File: src/hw/rtl/clsi_pkg.sv
// Package for the cable loss interpolator: widths, constant tables, word types and commands.
package clsi_pkg;

	// Table shape and field widths.
	localparam int NUM_FREQ_POINTS = 7;
	localparam int NUM_CABLE_TYPES = 5;
	localparam int TYPE_W = 3;
	localparam int FREQ_W = 32;
	localparam int LEN_W = 20;
	localparam int LOSS_W = 22;
	localparam int FPT_W = 13;
	localparam int ROW_W = 11;

	// Datapath widths.
	localparam int ROOT_W = 32;
	localparam int REM_W = ROOT_W + 2;
	localparam int S_W = 26;
	localparam int T_W = 23;
	localparam int X_W = S_W;
	localparam int DEN_W = 36;
	localparam int PROD_W = ROW_W + X_W;
	localparam int SUM_W = PROD_W + 1;
	localparam int NUM_W = SUM_W + LEN_W;
	localparam int Q_W = 24;
	localparam int SEG_W = $clog2(NUM_FREQ_POINTS);
	localparam int ROOT_CYCLES = ROOT_W / 2;
	localparam int CNT_W = $clog2((Q_W > ROOT_CYCLES) ? Q_W : ROOT_CYCLES);

	localparam logic [LOSS_W-1:0] LOSS_MAX = '1;
	localparam int DEN_SCALE = 10000;

	// floor(r / 100) for any 32-bit r is (r * DIV100_MAGIC) >> DIV100_SHIFT.
	localparam logic [ROOT_W-1:0] DIV100_MAGIC = 32'd1374389535;
	localparam int DIV100_SHIFT = 37;

	// Frequency points in 10 kHz units, highest index leftmost.
	localparam logic [NUM_FREQ_POINTS-1:0][FPT_W-1:0] FPOINT = {
		13'd5010, 13'd2840, 13'd2120, 13'd1420, 13'd710, 13'd360, 13'd180
	};

	// Loss rows in 0.01 dB per 100 m; row of type 5 leftmost, highest point leftmost.
	localparam logic [NUM_CABLE_TYPES-1:0][NUM_FREQ_POINTS-1:0][ROW_W-1:0] LOSS_ROW = {
		{11'd1936, 11'd1444, 11'd1247, 11'd1017, 11'd689, 11'd492, 11'd361},
		{11'd1050, 11'd787, 11'd656, 11'd558, 11'd394, 11'd269, 11'd184},
		{11'd820, 11'd623, 11'd558, 11'd459, 11'd328, 11'd223, 11'd161},
		{11'd525, 11'd394, 11'd328, 11'd246, 11'd180, 11'd121, 11'd82},
		{11'd285, 11'd213, 11'd184, 11'd151, 11'd105, 11'd75, 11'd52}
	};

	typedef struct packed {
		logic [REM_W-1:0]  rem;
		logic [ROOT_W-1:0] root;
	} root_acc_t;

	// One digit of the bit-pair square root recurrence.
	function automatic root_acc_t root_step(input root_acc_t a, input logic [1:0] bb);
		logic [REM_W+1:0] cur;
		logic [REM_W+1:0] trial;
		root_acc_t r;
		cur = {a.rem, bb};
		trial = {{(REM_W - ROOT_W){1'b0}}, a.root, 2'b01};
		if (cur >= trial) begin
			r.rem = REM_W'(cur - trial);
			r.root = {a.root[ROOT_W-2:0], 1'b1};
		end else begin
			r.rem = cur[REM_W-1:0];
			r.root = {a.root[ROOT_W-2:0], 1'b0};
		end
		return r;
	endfunction

	function automatic logic [ROOT_W-1:0] point_root(input int i);
		logic [2*ROOT_W-1:0] x;
		root_acc_t acc;
		x = {ROOT_W'(FPOINT[i]), {ROOT_W{1'b0}}};
		acc = '0;
		for (int k = 0; k < ROOT_W; k++) begin
			acc = root_step(acc, x[2*ROOT_W-1-2*k -: 2]);
		end
		return acc.root;
	endfunction

	typedef logic [NUM_FREQ_POINTS-1:0][T_W-1:0] root_tab_t;
	typedef logic [NUM_FREQ_POINTS-1:0][DEN_W-1:0] den_tab_t;
	typedef logic [NUM_FREQ_POINTS-1:0][FREQ_W-1:0] thr_tab_t;

	function automatic root_tab_t make_roots();
		root_tab_t r;
		for (int i = 0; i < NUM_FREQ_POINTS; i++) begin
			r[i] = T_W'(point_root(i));
		end
		return r;
	endfunction

	// Q16.16 roots of the frequency points.
	localparam root_tab_t POINT_ROOT = make_roots();

	// Entry 0 is the low edge divisor, entry i the divisor of the segment ending at point i.
	function automatic den_tab_t make_dens();
		den_tab_t d;
		d[0] = DEN_W'(POINT_ROOT[0]) * DEN_W'(DEN_SCALE);
		for (int i = 1; i < NUM_FREQ_POINTS; i++) begin
			d[i] = DEN_W'(POINT_ROOT[i] - POINT_ROOT[i-1]) * DEN_W'(DEN_SCALE);
		end
		return d;
	endfunction

	function automatic thr_tab_t make_thresholds();
		thr_tab_t t;
		for (int i = 0; i < NUM_FREQ_POINTS; i++) begin
			t[i] = FREQ_W'(FPOINT[i]) * FREQ_W'(DEN_SCALE);
		end
		return t;
	endfunction

	localparam den_tab_t DEN_TAB = make_dens();
	localparam logic [DEN_W-1:0] DEN_LAST =
		DEN_W'(POINT_ROOT[NUM_FREQ_POINTS-1]) * DEN_W'(DEN_SCALE);
	localparam thr_tab_t THRESH = make_thresholds();

	typedef struct packed {
		logic [TYPE_W-1:0] cable_type;
		logic [FREQ_W-1:0] freq_hz;
		logic [LEN_W-1:0]  length_mm;
	} in_word_t;

	typedef struct packed {
		logic [LOSS_W-1:0] loss_mdb;
		logic              saturated;
	} out_word_t;

	// Commands from the controller to the datapath, one per step.
	typedef struct packed {
		logic load;
		logic root_step;
		logic scale;
		logic seg;
		logic mul;
		logic sum;
		logic len;
		logic check;
		logic div_step;
		logic out_load;
	} dp_cmd_t;

endpackage

File: src/hw/rtl/clsi_ctrl.sv
// Controller state machine sequencing the root, scaling, products and divide steps.
module clsi_ctrl (
	input  logic              clk,
	input  logic              arst_n,
	input  logic              in_valid,
	output logic              in_ready,
	output logic              out_valid,
	input  logic              out_ready,
	output clsi_pkg::dp_cmd_t cmd
);
	import clsi_pkg::*;

	typedef enum logic [9:0] {
		ST_IDLE  = 10'b0000000001,
		ST_ROOT  = 10'b0000000010,
		ST_SCALE = 10'b0000000100,
		ST_SEG   = 10'b0000001000,
		ST_MUL   = 10'b0000010000,
		ST_SUM   = 10'b0000100000,
		ST_LEN   = 10'b0001000000,
		ST_CHECK = 10'b0010000000,
		ST_DIV   = 10'b0100000000,
		ST_DONE  = 10'b1000000000
	} state_t;

	state_t state_q, state_d;
	logic [CNT_W-1:0] cnt_q, cnt_d;
	logic out_valid_q;

	always_comb begin
		cmd = '0;
		state_d = state_q;
		cnt_d = cnt_q;
		unique case (state_q)
			ST_IDLE: begin
				if (in_valid) begin
					cmd.load = 1'b1;
					cnt_d = CNT_W'(ROOT_CYCLES - 1);
					state_d = ST_ROOT;
				end
			end
			ST_ROOT: begin
				cmd.root_step = 1'b1;
				if (cnt_q == '0) begin
					state_d = ST_SCALE;
				end else begin
					cnt_d = cnt_q - 1'b1;
				end
			end
			ST_SCALE: begin
				cmd.scale = 1'b1;
				state_d = ST_SEG;
			end
			ST_SEG: begin
				cmd.seg = 1'b1;
				state_d = ST_MUL;
			end
			ST_MUL: begin
				cmd.mul = 1'b1;
				state_d = ST_SUM;
			end
			ST_SUM: begin
				cmd.sum = 1'b1;
				state_d = ST_LEN;
			end
			ST_LEN: begin
				cmd.len = 1'b1;
				state_d = ST_CHECK;
			end
			ST_CHECK: begin
				cmd.check = 1'b1;
				cnt_d = CNT_W'(Q_W - 1);
				state_d = ST_DIV;
			end
			ST_DIV: begin
				cmd.div_step = 1'b1;
				if (cnt_q == '0) begin
					state_d = ST_DONE;
				end else begin
					cnt_d = cnt_q - 1'b1;
				end
			end
			ST_DONE: begin
				if (!out_valid_q || out_ready) begin
					cmd.out_load = 1'b1;
					state_d = ST_IDLE;
				end
			end
			default: begin
				state_d = ST_IDLE;
			end
		endcase
	end

	always_ff @(posedge clk or negedge arst_n) begin
		if (!arst_n) begin
			state_q <= ST_IDLE;
			cnt_q <= '0;
			out_valid_q <= 1'b0;
		end else begin
			state_q <= state_d;
			cnt_q <= cnt_d;
			if (cmd.out_load) begin
				out_valid_q <= 1'b1;
			end else if (out_ready) begin
				out_valid_q <= 1'b0;
			end
		end
	end

	assign in_ready = (state_q == ST_IDLE);
	assign out_valid = out_valid_q;

endmodule

File: config.mk
export PLATFORM = sky130hd
export DESIGN_NAME = clsi_ctrl
export DESIGN_NICKNAME = d
export VERILOG_FILES = /design/src/hw/rtl/clsi_pkg.sv /design/src/hw/rtl/clsi_ctrl.sv
export SDC_FILE = /design/constraint.sdc
export NUM_CORES = 1
export LEC_CHECK = 0
export ABC_CLOCK_PERIOD_IN_PS = 3500
export BUFFER_PORTS_ARGS = -buffer_cell sky130_fd_sc_hd__buf_2
export CAP_MARGIN = 20
export CORE_MARGIN = 10
export CORE_UTILIZATION = 55
export CTS_CLUSTER_DIAMETER = 80
export DETAILED_ROUTE_END_ITERATION = 8
export HOLD_SLACK_MARGIN = 0.15
export PLACE_DENSITY_LB_ADDON = 0.12
export REMOVE_ABC_BUFFERS = 1
export SKIP_CTS_REPAIR_TIMING = 1
export SYNTH_ARGS = -nofsm -noshare
export SYNTH_HDL_FRONTEND = slang
export SYNTH_SLANG_ARGS = --single-unit
File: constraint.sdc
create_clock -name clk -period 3.5 [get_ports clk]
set_input_delay 0.175 -clock clk [delete_from_list [all_inputs] [get_ports clk]]
set_output_delay 0.175 -clock clk [all_outputs]
set_load 0.03 [all_outputs]
### Yosys cells after proc, flatten, opt, wreduce, memory -nomap -nowiden

Index checks and enable logic that the tools add are counted.
Widths: inputs -> output; s select.

* output and inout bits: 12
* RAM bits: 0
* register bits after elaboration: 16
* memory bits (read-only): 0
* word-level logic and storage cells: 49
* latch bits: 0
* memories: 0

* shift-type cells: 0
* div/mod/pow operators: 0
* muxes and demuxes: 22
* $add $sub $neg: 1
* equality and inequality tests: 15
* $mul: 0
* order comparisons: 0
* bitwise gates (word level): 0
* reductions and logical operators: 8

Operator list (number)
* $pmux 10 s10: 1
* $mux 10: 4
* $pmux 5 s3: 1
* $mux 1: 14
* $eq 10x1->1 const B: 1
* $eq 10x10->1 const B: 1
* $eq 10x2->1 const B: 1
* $eq 10x3->1 const B: 1
* $eq 10x4->1 const B: 1
* $eq 10x5->1 const B: 1
* $eq 10x6->1 const B: 1
* $eq 10x7->1 const B: 1
* $eq 10x8->1 const B: 1
* $eq 10x9->1 const B: 1
* $mux 5: 2
* $ne 2x2->1 const B: 5
* $logic_not 5->1: 1
* $sub 5x1->5 const B: 1
* $reduce_and 4->1: 1
* $reduce_and 3->1: 1
* $reduce_bool 3->1: 1
* $reduce_bool 2->1: 1
* $reduce_or 2->1: 1
* $logic_not 1->1: 1
* $logic_or 1x1->1: 1

### Logic depth before layout (Yosys ltp)

Gate-level depths: netlist of the first run.

* word-level depth: 5
* gate-level depth with buffers: 8
* gate-level depth less buffers: 7

### Least setup slack after synthesis of the first run

OpenSTA, ideal clock, no wires.

* kind: register to register
* from: reg state_q[7]
* to: reg state_q[1]
* setup slack: 0.226 ns
* cell stages (with the launch flop): 9
* required time: 3.435 ns
* library setup time: 0.065 ns
* buffers on the path: 3
* data arrival time: 3.209 ns
* cell sequence: dfrtp_1 -> buf_6 -> or4_4 -> buf_6 -> or3_1 -> clkbuf_2 -> nor4_1 -> and2_1 -> a21o_1

* word-level cells in the longest chain between the ends: 3

RTL lines
* start: declaration: line clsi_ctrl.sv:26 `state_t state_q, state_d;`
* start signal: assignment: line clsi_ctrl.sv:101 `state_q <= state_d;`
* $eq 10x1->1 (*)
* net in_ready: line clsi_ctrl.sv:6 `output logic in_ready,`
* $ne 2x2->1 (no line)
* $reduce_and 4->1 (no line)

The timed path passes the listed nets; every way through them passes the cells marked *.
A chain may end at the register's enable or synchronous reset.

==> run metrics, run 1 <==
Post-synth top flop=dfrtp_1; number of global-route vias before repair=around 900; total design power=between 0.7 and 0.8 mW; detailed-route via count=between 900 and 1,000; total wire length=~2400 um; biggest area contributors in the synthesized netlist=dfrtp_1 (35%), nor2_1 (4.6%), o21ai_0 (3.7%), nor4b_1 (3.3%), nor4_1 (2.9%); max frequency=around 0.36 GHz; maxcap violations=0; number of distinct library cell variants in the gate-level netlist after synthesis=roughly 40; count leader, synth=dfrtp_1; final instance count without filler cells=between 150 and 200; hold path startpoint=out_ready; routability cong.=roughly 0.87; GRT Overall Usage=approximately an eighth; synthesized flop and latch total=16; number of input and output port buffers inserted=15; Reg-to-Reg Start=state_q[7]$_DFFE_PN0P_; Worst Hold Class=primary input to flop; final setup violating endpoints=0; end point of the most critical hold path=out_valid$_DFFE_PN0P_; Syn Std Cell Area=0.00107 mm^2; DR pass1 iterations=4; final worst path period share=approximately 79%; LEAKAGE=roughly 0.57 nW; TritonCTS Buffers=3; wire length of the first global-routing pass=3940 um; Crit Path Max Fanout=7; run status=complete, no violations; tightest slew margin relative to the limit=about two fifths; top cell type's share of synthesized area=a little over a third; dominant cell type by area after synthesis=dfrtp_1; Buf/Inv on CP=1; Post-Route Skew=0.000987 ns; Critical Path Slowest Stage Cell=or4_4; clock-pin slew of the registers on the worst-case setup and hold paths=around 0.090 ns; unrepaired setup endpoints after global routing=false; Arrival @ worst endpoint=approximately 2.6 ns; pwr dens=around 630 mW/mm^2; worst setup path class=flop to primary output; delay of the slowest cell on the worst path=roughly 0.61 ns; share of the core filled with cells=around 66%; Max H-tree Level=1; maximum clock path buffer count=2; HPWL reported at the end of detailed placement=around 1800 um; maximum number of pins on one net before global-route repair=17; slew at the pin closest to its max-slew limit=slightly above 0.9 ns; critical path endpoint category=primary output; hold path depth=3; standard cell core area=roughly 0.0018 mm^2; n_diodes=0; Placement Rows=15; CTS sink cnt=16; average wire per standard cell=roughly 15 um; CTS Root Cell=clkbuf_4; commonest cells in the netlist=dfrtp_1 (15), nor2_1 (13), o21ai_0 (8), nand2_1 (6); overall die width=64.1 um; post-route minimum period=~2.8 ns; clock latency of the later-clocked register in the worst-skew pair=between 0.2 and 0.3 ns; sum of negative setup slack=0 ns; Final Max Tran Viols=0; Hold Vio Cnt, Final=0; R2R depth=5; routed via count divided by cell count=5.83; cell total after placement=154; initial cell density of the core=between 50% and 60%; ANT nets after route=0; number of antenna violations at the first check in global routing=0; nets=~140; area enclosed by the die boundary=~0.0041 mm^2; synthesis-to-finish area growth=9.60%; FF-to-FF End=cnt_q[4]$_DFFE_PN0P_; family with the most delay on the worst path=simple AND/OR/NAND/NOR gates; number of warning messages in the yosys log=0; fraction of final layout cells sized beyond drive strength 1=15.6%; average instance area after synthesis=about 8.7 um^2; sequential element share of the synthesized area=~38%; die extent in y=between 60 and 70 um; count of mapped cells out of synthesis=about 120; startpoint type of the worst setup path=flop; number of enable-type register cells in the synthesized netlist=0; share of synthesized registers carrying an async set or reset=100%; cell chain of the critical path=or4_4 -> or3_1 -> nor4_1 -> and2_1 -> buf_2; total I/O pin count=16; DRC violations left=0; TritonCTS clock tree=yes; worst vdd rail ir drop=0.000611 V; Req. time, crit path=~3.3 ns; Worst R2R Setup Slack=approximately 1.1 ns; iteration-0 DRC count of the detailed router=25; aggregate global routing overflow=0
metal layers:
layer | wire length (um) | vias to the layer above | track usage [%]
met1 | 1140 | 430 | 14.7
met5 | 0 | - | 0
li1 | - | 475 | -
met3 | 119 | 9 | 5.23
met4 | 44 | 0 | 3.83
met2 | 1060 | 19 | 17.3
worst min-delay path, delay by kind of cell:
kind / cells / cell delay, ns
and+or+nand+nor: 2 / 0.18
buffers and inverters: 1 / 0.08
kinds of logic (layout without fill, tap and decap cells):
group	count (synthesis)	after routing	synth area share [%]
fa+ha+maj	3	3	3.28
flops	16	16	37.6
compound gates	24	24	15.0
buf+inv	14	26	6.44
simple gates	61	61	33.6
xor+xnor	5	5	4.10
cell type report:
class / instances / area (um^2)
multi-input combinational: 93 / 598
inverter: 5 / 18.8
clock buffer: 4 / 26.3
sequential: 16 / 402
tap: 25 / 31.3
fill: 162 / 612
timing repair buffer: 17 / 95.1
power by group:
part	internal [mW]	switching, mW
Sequential	0.222	0.0569
Clock	0.0444	0.0578
Combinational	0.135	0.222
cells in the final DEF (no fill, tap or decap), types with 3 or more instances in the layout:
cell type and n:
o211ai_1 3, nand2_1 6, or3_1 3, and3_1 4, nor4_1 5, nor2b_1 3
buf_2 15, dfrtp_1 15, nand2b_1 4, o21ai_0 8, xor2_1 3, nor2_1 13
nor4b_1 4, inv_1 5, nor3_1 5, clkbuf_4 3
state kept, by name, indices dropped and copies added (netlist names):
signal     count
out_valid      1
state_q       10
cnt_q          5
per-stage QoR:
stage | cell area [um^2] | setup slack [ns] | hold slack [ns]
3_3_place_gp | 1120 | 1.11 | 0.106
6_report | 1170 | 0.736 | 0.184
2_1_floorplan | 1020 | 0.371 | -0.121
4_1_cts | 1150 | 0.721 | -0.217
3_5_place_dp | 1120 | 1.06 | 0.108
5_1_grt | 1170 | 0.519 | 0.212
worst max path at each step:
stage / from / endpoint / cells after the start
2_1_floorplan: state_q[7]$_DFFE_PN0P_ / state_q[1]$_DFFE_PN0P_ / 5
6_report: state_q[7]$_DFFE_PN0P_ / cmd[9] / 5
3_5_place_dp: state_q[7]$_DFFE_PN0P_ / cmd[9] / 5
5_1_grt: state_q[7]$_DFFE_PN0P_ / cmd[9] / 5
4_1_cts: state_q[7]$_DFFE_PN0P_ / cmd[9] / 5
3_3_place_gp: state_q[7]$_DFFE_PN0P_ / cmd[9] / 5
Power figures use the tool's default switching activity.
==> run 2, diff against run 1 <==
--- a/config.mk
+++ b/config.mk
@@ -5,7 +5,7 @@
 export SDC_FILE = /design/constraint.sdc
 export NUM_CORES = 1
 export LEC_CHECK = 0
-export ABC_CLOCK_PERIOD_IN_PS = 3500
+export ABC_CLOCK_PERIOD_IN_PS = 2600
 export BUFFER_PORTS_ARGS = -buffer_cell sky130_fd_sc_hd__buf_2
 export CAP_MARGIN = 20
 export CORE_MARGIN = 10
==> constraint.sdc (replaced) <==
create_clock -name clk -period 2.6 [get_ports clk]
set_input_delay 0.13 -clock clk [delete_from_list [all_inputs] [get_ports clk]]
set_output_delay 0.13 -clock clk [all_outputs]
set_load 0.03 [all_outputs]
==> run 2 against run 1 <==
Against the previous run: cell count increased by 1.3%; clock skew is 0.0040 ns higher; sequential share of layout area decreased by 1.2 points; flip-flop and latch count did not move; register-to-register slack worse by 0.83 ns; die area did not move; worst setup slack worse by 0.62 ns; wire length is essentially flat; clock-buffer cell count unchanged; via count grew 2.0%; total power increased by 44%; sequential power up 35%; largest power group unchanged.
==> run metrics, run 2 (synthesis gave the netlist of run 1 again) <==
run status=complete, no violations; Arrival @ worst endpoint=2.35 ns (-0.24 ns); routability cong.=0.873 (+0.47%); total of fill cells in the finished design=156 (-3.7%); Crit Path Max Fanout=7 (unchanged); flip-flop count of the largest register after layout=10 (unchanged); GRT Overall Usage=11.9% (+0.22 points); startpoint type of the worst setup path=flop; slew at the pin closest to its max-slew limit=0.477 ns (-0.438 ns); standard cell core area=0.00178 mm^2 (unchanged); most common cell after layout, fill and taps aside=buf_2; aggregate global routing overflow=0 (unchanged); R2R depth=5 (unchanged); tightest slew margin relative to the limit=68.2% (+30 points); number of input and output port buffers inserted=15 (unchanged); LEAKAGE=0.581 nW (+2.7%); clock latency of the later-clocked register in the worst-skew pair=0.29 ns (about the same); number of antenna violations at the first check in global routing=0 (unchanged); total wire length=2360 um (about the same); synthesis-to-finish area growth=14.3%; Biggest register=state_q; DRC violations left=0 (unchanged); Req. time, crit path=2.47 ns (-0.85 ns); worst vdd rail ir drop=0.000731 V (+20%); highest-utilization routing layer at the global route stage=met2; family with the most delay on the worst path=simple AND/OR/NAND/NOR gates; cell count along the critical path=5 (unchanged); wire length of the first global-routing pass=4040 um (+2.5%); final instance count without filler cells=162 (+1.3%); worst setup path class=flop to primary output; Worst Hold Class=primary input to flop; final setup violating endpoints=0 (unchanged); max frequency=just over 0.4 GHz; maximum clock path buffer count=2 (unchanged); CTS Root Cell=clkbuf_4; number of global-route vias before repair=883 (-1.5%); Critical Path Slowest Stage Cell=or4_4; maximum number of pins on one net before global-route repair=17 (unchanged); n_diodes=0 (unchanged); worst hold slack=0.143 ns (-0.0407 ns); average wire per standard cell=14.6 um (-1.2%); Final Max Tran Viols=0 (unchanged); hold path depth=3 (unchanged); HPWL reported at the end of detailed placement=1770 um (-1.1%); CTS sink cnt=16 (unchanged); critical path endpoint category=primary output; met1 Track Usage GR=15.7% (+1.0 points); initial cell density of the core=59.9% (unchanged); commonest non-fill, non-tap cells in the layout=buf_2 (14), nor2_1 (13), dfrtp_1 (13), o21ai_0 (8), nand2_1 (6); final worst path period share=between 90% and 100%; post-route minimum period=~2.5 ns; TritonCTS Buffers=3 (unchanged); Post-Route Skew=0.00502 ns (+0.00403 ns); delay of the slowest cell on the worst path=0.59 ns (-0.02 ns); cell chain of the critical path=or4_4 -> or3_4 -> nor4_4 -> and2_1 -> clkbuf_4; Max H-tree Level=1 (unchanged); clock-pin slew of the registers on the worst-case setup and hold paths=0.10 ns (about the same); detailed-route via count=952 (+2.0%); Placement Rows=15 (unchanged); area enclosed by the die boundary=0.00411 mm^2 (unchanged); Buf/Inv on CP=1 (unchanged); pwr dens=870 mW/mm^2 (+38%); overall die width=64.1 um (unchanged); DR pass1 iterations=4 (unchanged); share of the core filled with cells=68.5% (+2.8 points); Cell Area, Placed=0.00113 mm^2 (+0.67%); maxcap violations=0 (unchanged); total design power=1.06 mW (+44%); total I/O pin count=16 (unchanged); Final Instance Area=0.00122 mm^2 (+4.3%); die extent in y=64.1 um (unchanged); Hold Vio Cnt, Final=0 (unchanged); fraction of final layout cells sized beyond drive strength 1=20.4% (+4.9 points); iteration-0 DRC count of the detailed router=32 (+28%); cell total after placement=155 (+0.65%); met3 usage=2.61% (-2.6 points); nets=144 (+1.4%); ANT nets after route=0 (unchanged); met2 usage=18.5% (+1.2 points); TritonCTS clock tree=yes; routed via count divided by cell count=5.88 (+0.78%)
==> run 2: metrics by stage <==
step           setup WS [ns]  TNS [ns]
4_1_cts               -0.153    -0.181
3_5_place_dp           0.188         0
6_report               0.120         0
5_1_grt             -0.00514  -0.00514
2_1_floorplan         -0.529     -1.26
3_3_place_gp           0.249         0
==> run 2: path summary, 6_finish.rpt <==
path                                         from                endpoint  slack (ns)
hold reg to reg             out_valid$_DFFE_PN0P_   out_valid$_DFFE_PN0P_        0.55
hold / removal                          out_ready   out_valid$_DFFE_PN0P_        0.14
min in group asynchronous                  arst_n    cnt_q[0]$_DFFE_PN0P_        0.28
setup reg to reg           state_q[7]$_DFFE_PN0P_    cnt_q[4]$_DFFE_PN0P_        0.26
setup / recovery           state_q[7]$_DFFE_PN0P_                  cmd[9]        0.12
max in group asynchronous                  arst_n  state_q[0]$_DFFE_PN1P_        2.01
==> run 2: where the power goes <==
| part | leakage [nW] | switching [mW] | internal (mW) | total (mW) |
|---|---|---|---|---|
| logic | 0.362 | 0.314 | 0.205 | 0.519 |
| registers | 0.197 | 0.0770 | 0.299 | 0.376 |
| clock network | 0.0210 | 0.0826 | 0.0852 | 0.168 |
==> run 2: cell type report <==
class / count / area (um^2) / area share [%]
timing repair buffer: 19 / 113 / 9.22
sequential: 16 / 404 / 33.1
tap: 25 / 31.3 / 2.56
clock buffer: 4 / 36.3 / 2.97
inverter: 5 / 18.8 / 1.54
multi-input combinational: 93 / 618 / 50.6
==> run 2: worst reg2reg max path: cells and delay by family, from the launching register on <==
family	cells	cell delay (ns)
simple gates	5	1.83
flops	1	0.45
==> run 2: metal layers <==
metal	wire length, um	share of wire, %
met5	0	0
met4	42	1.8
met3	89	3.8
met2	1090	46
met1	1140	48
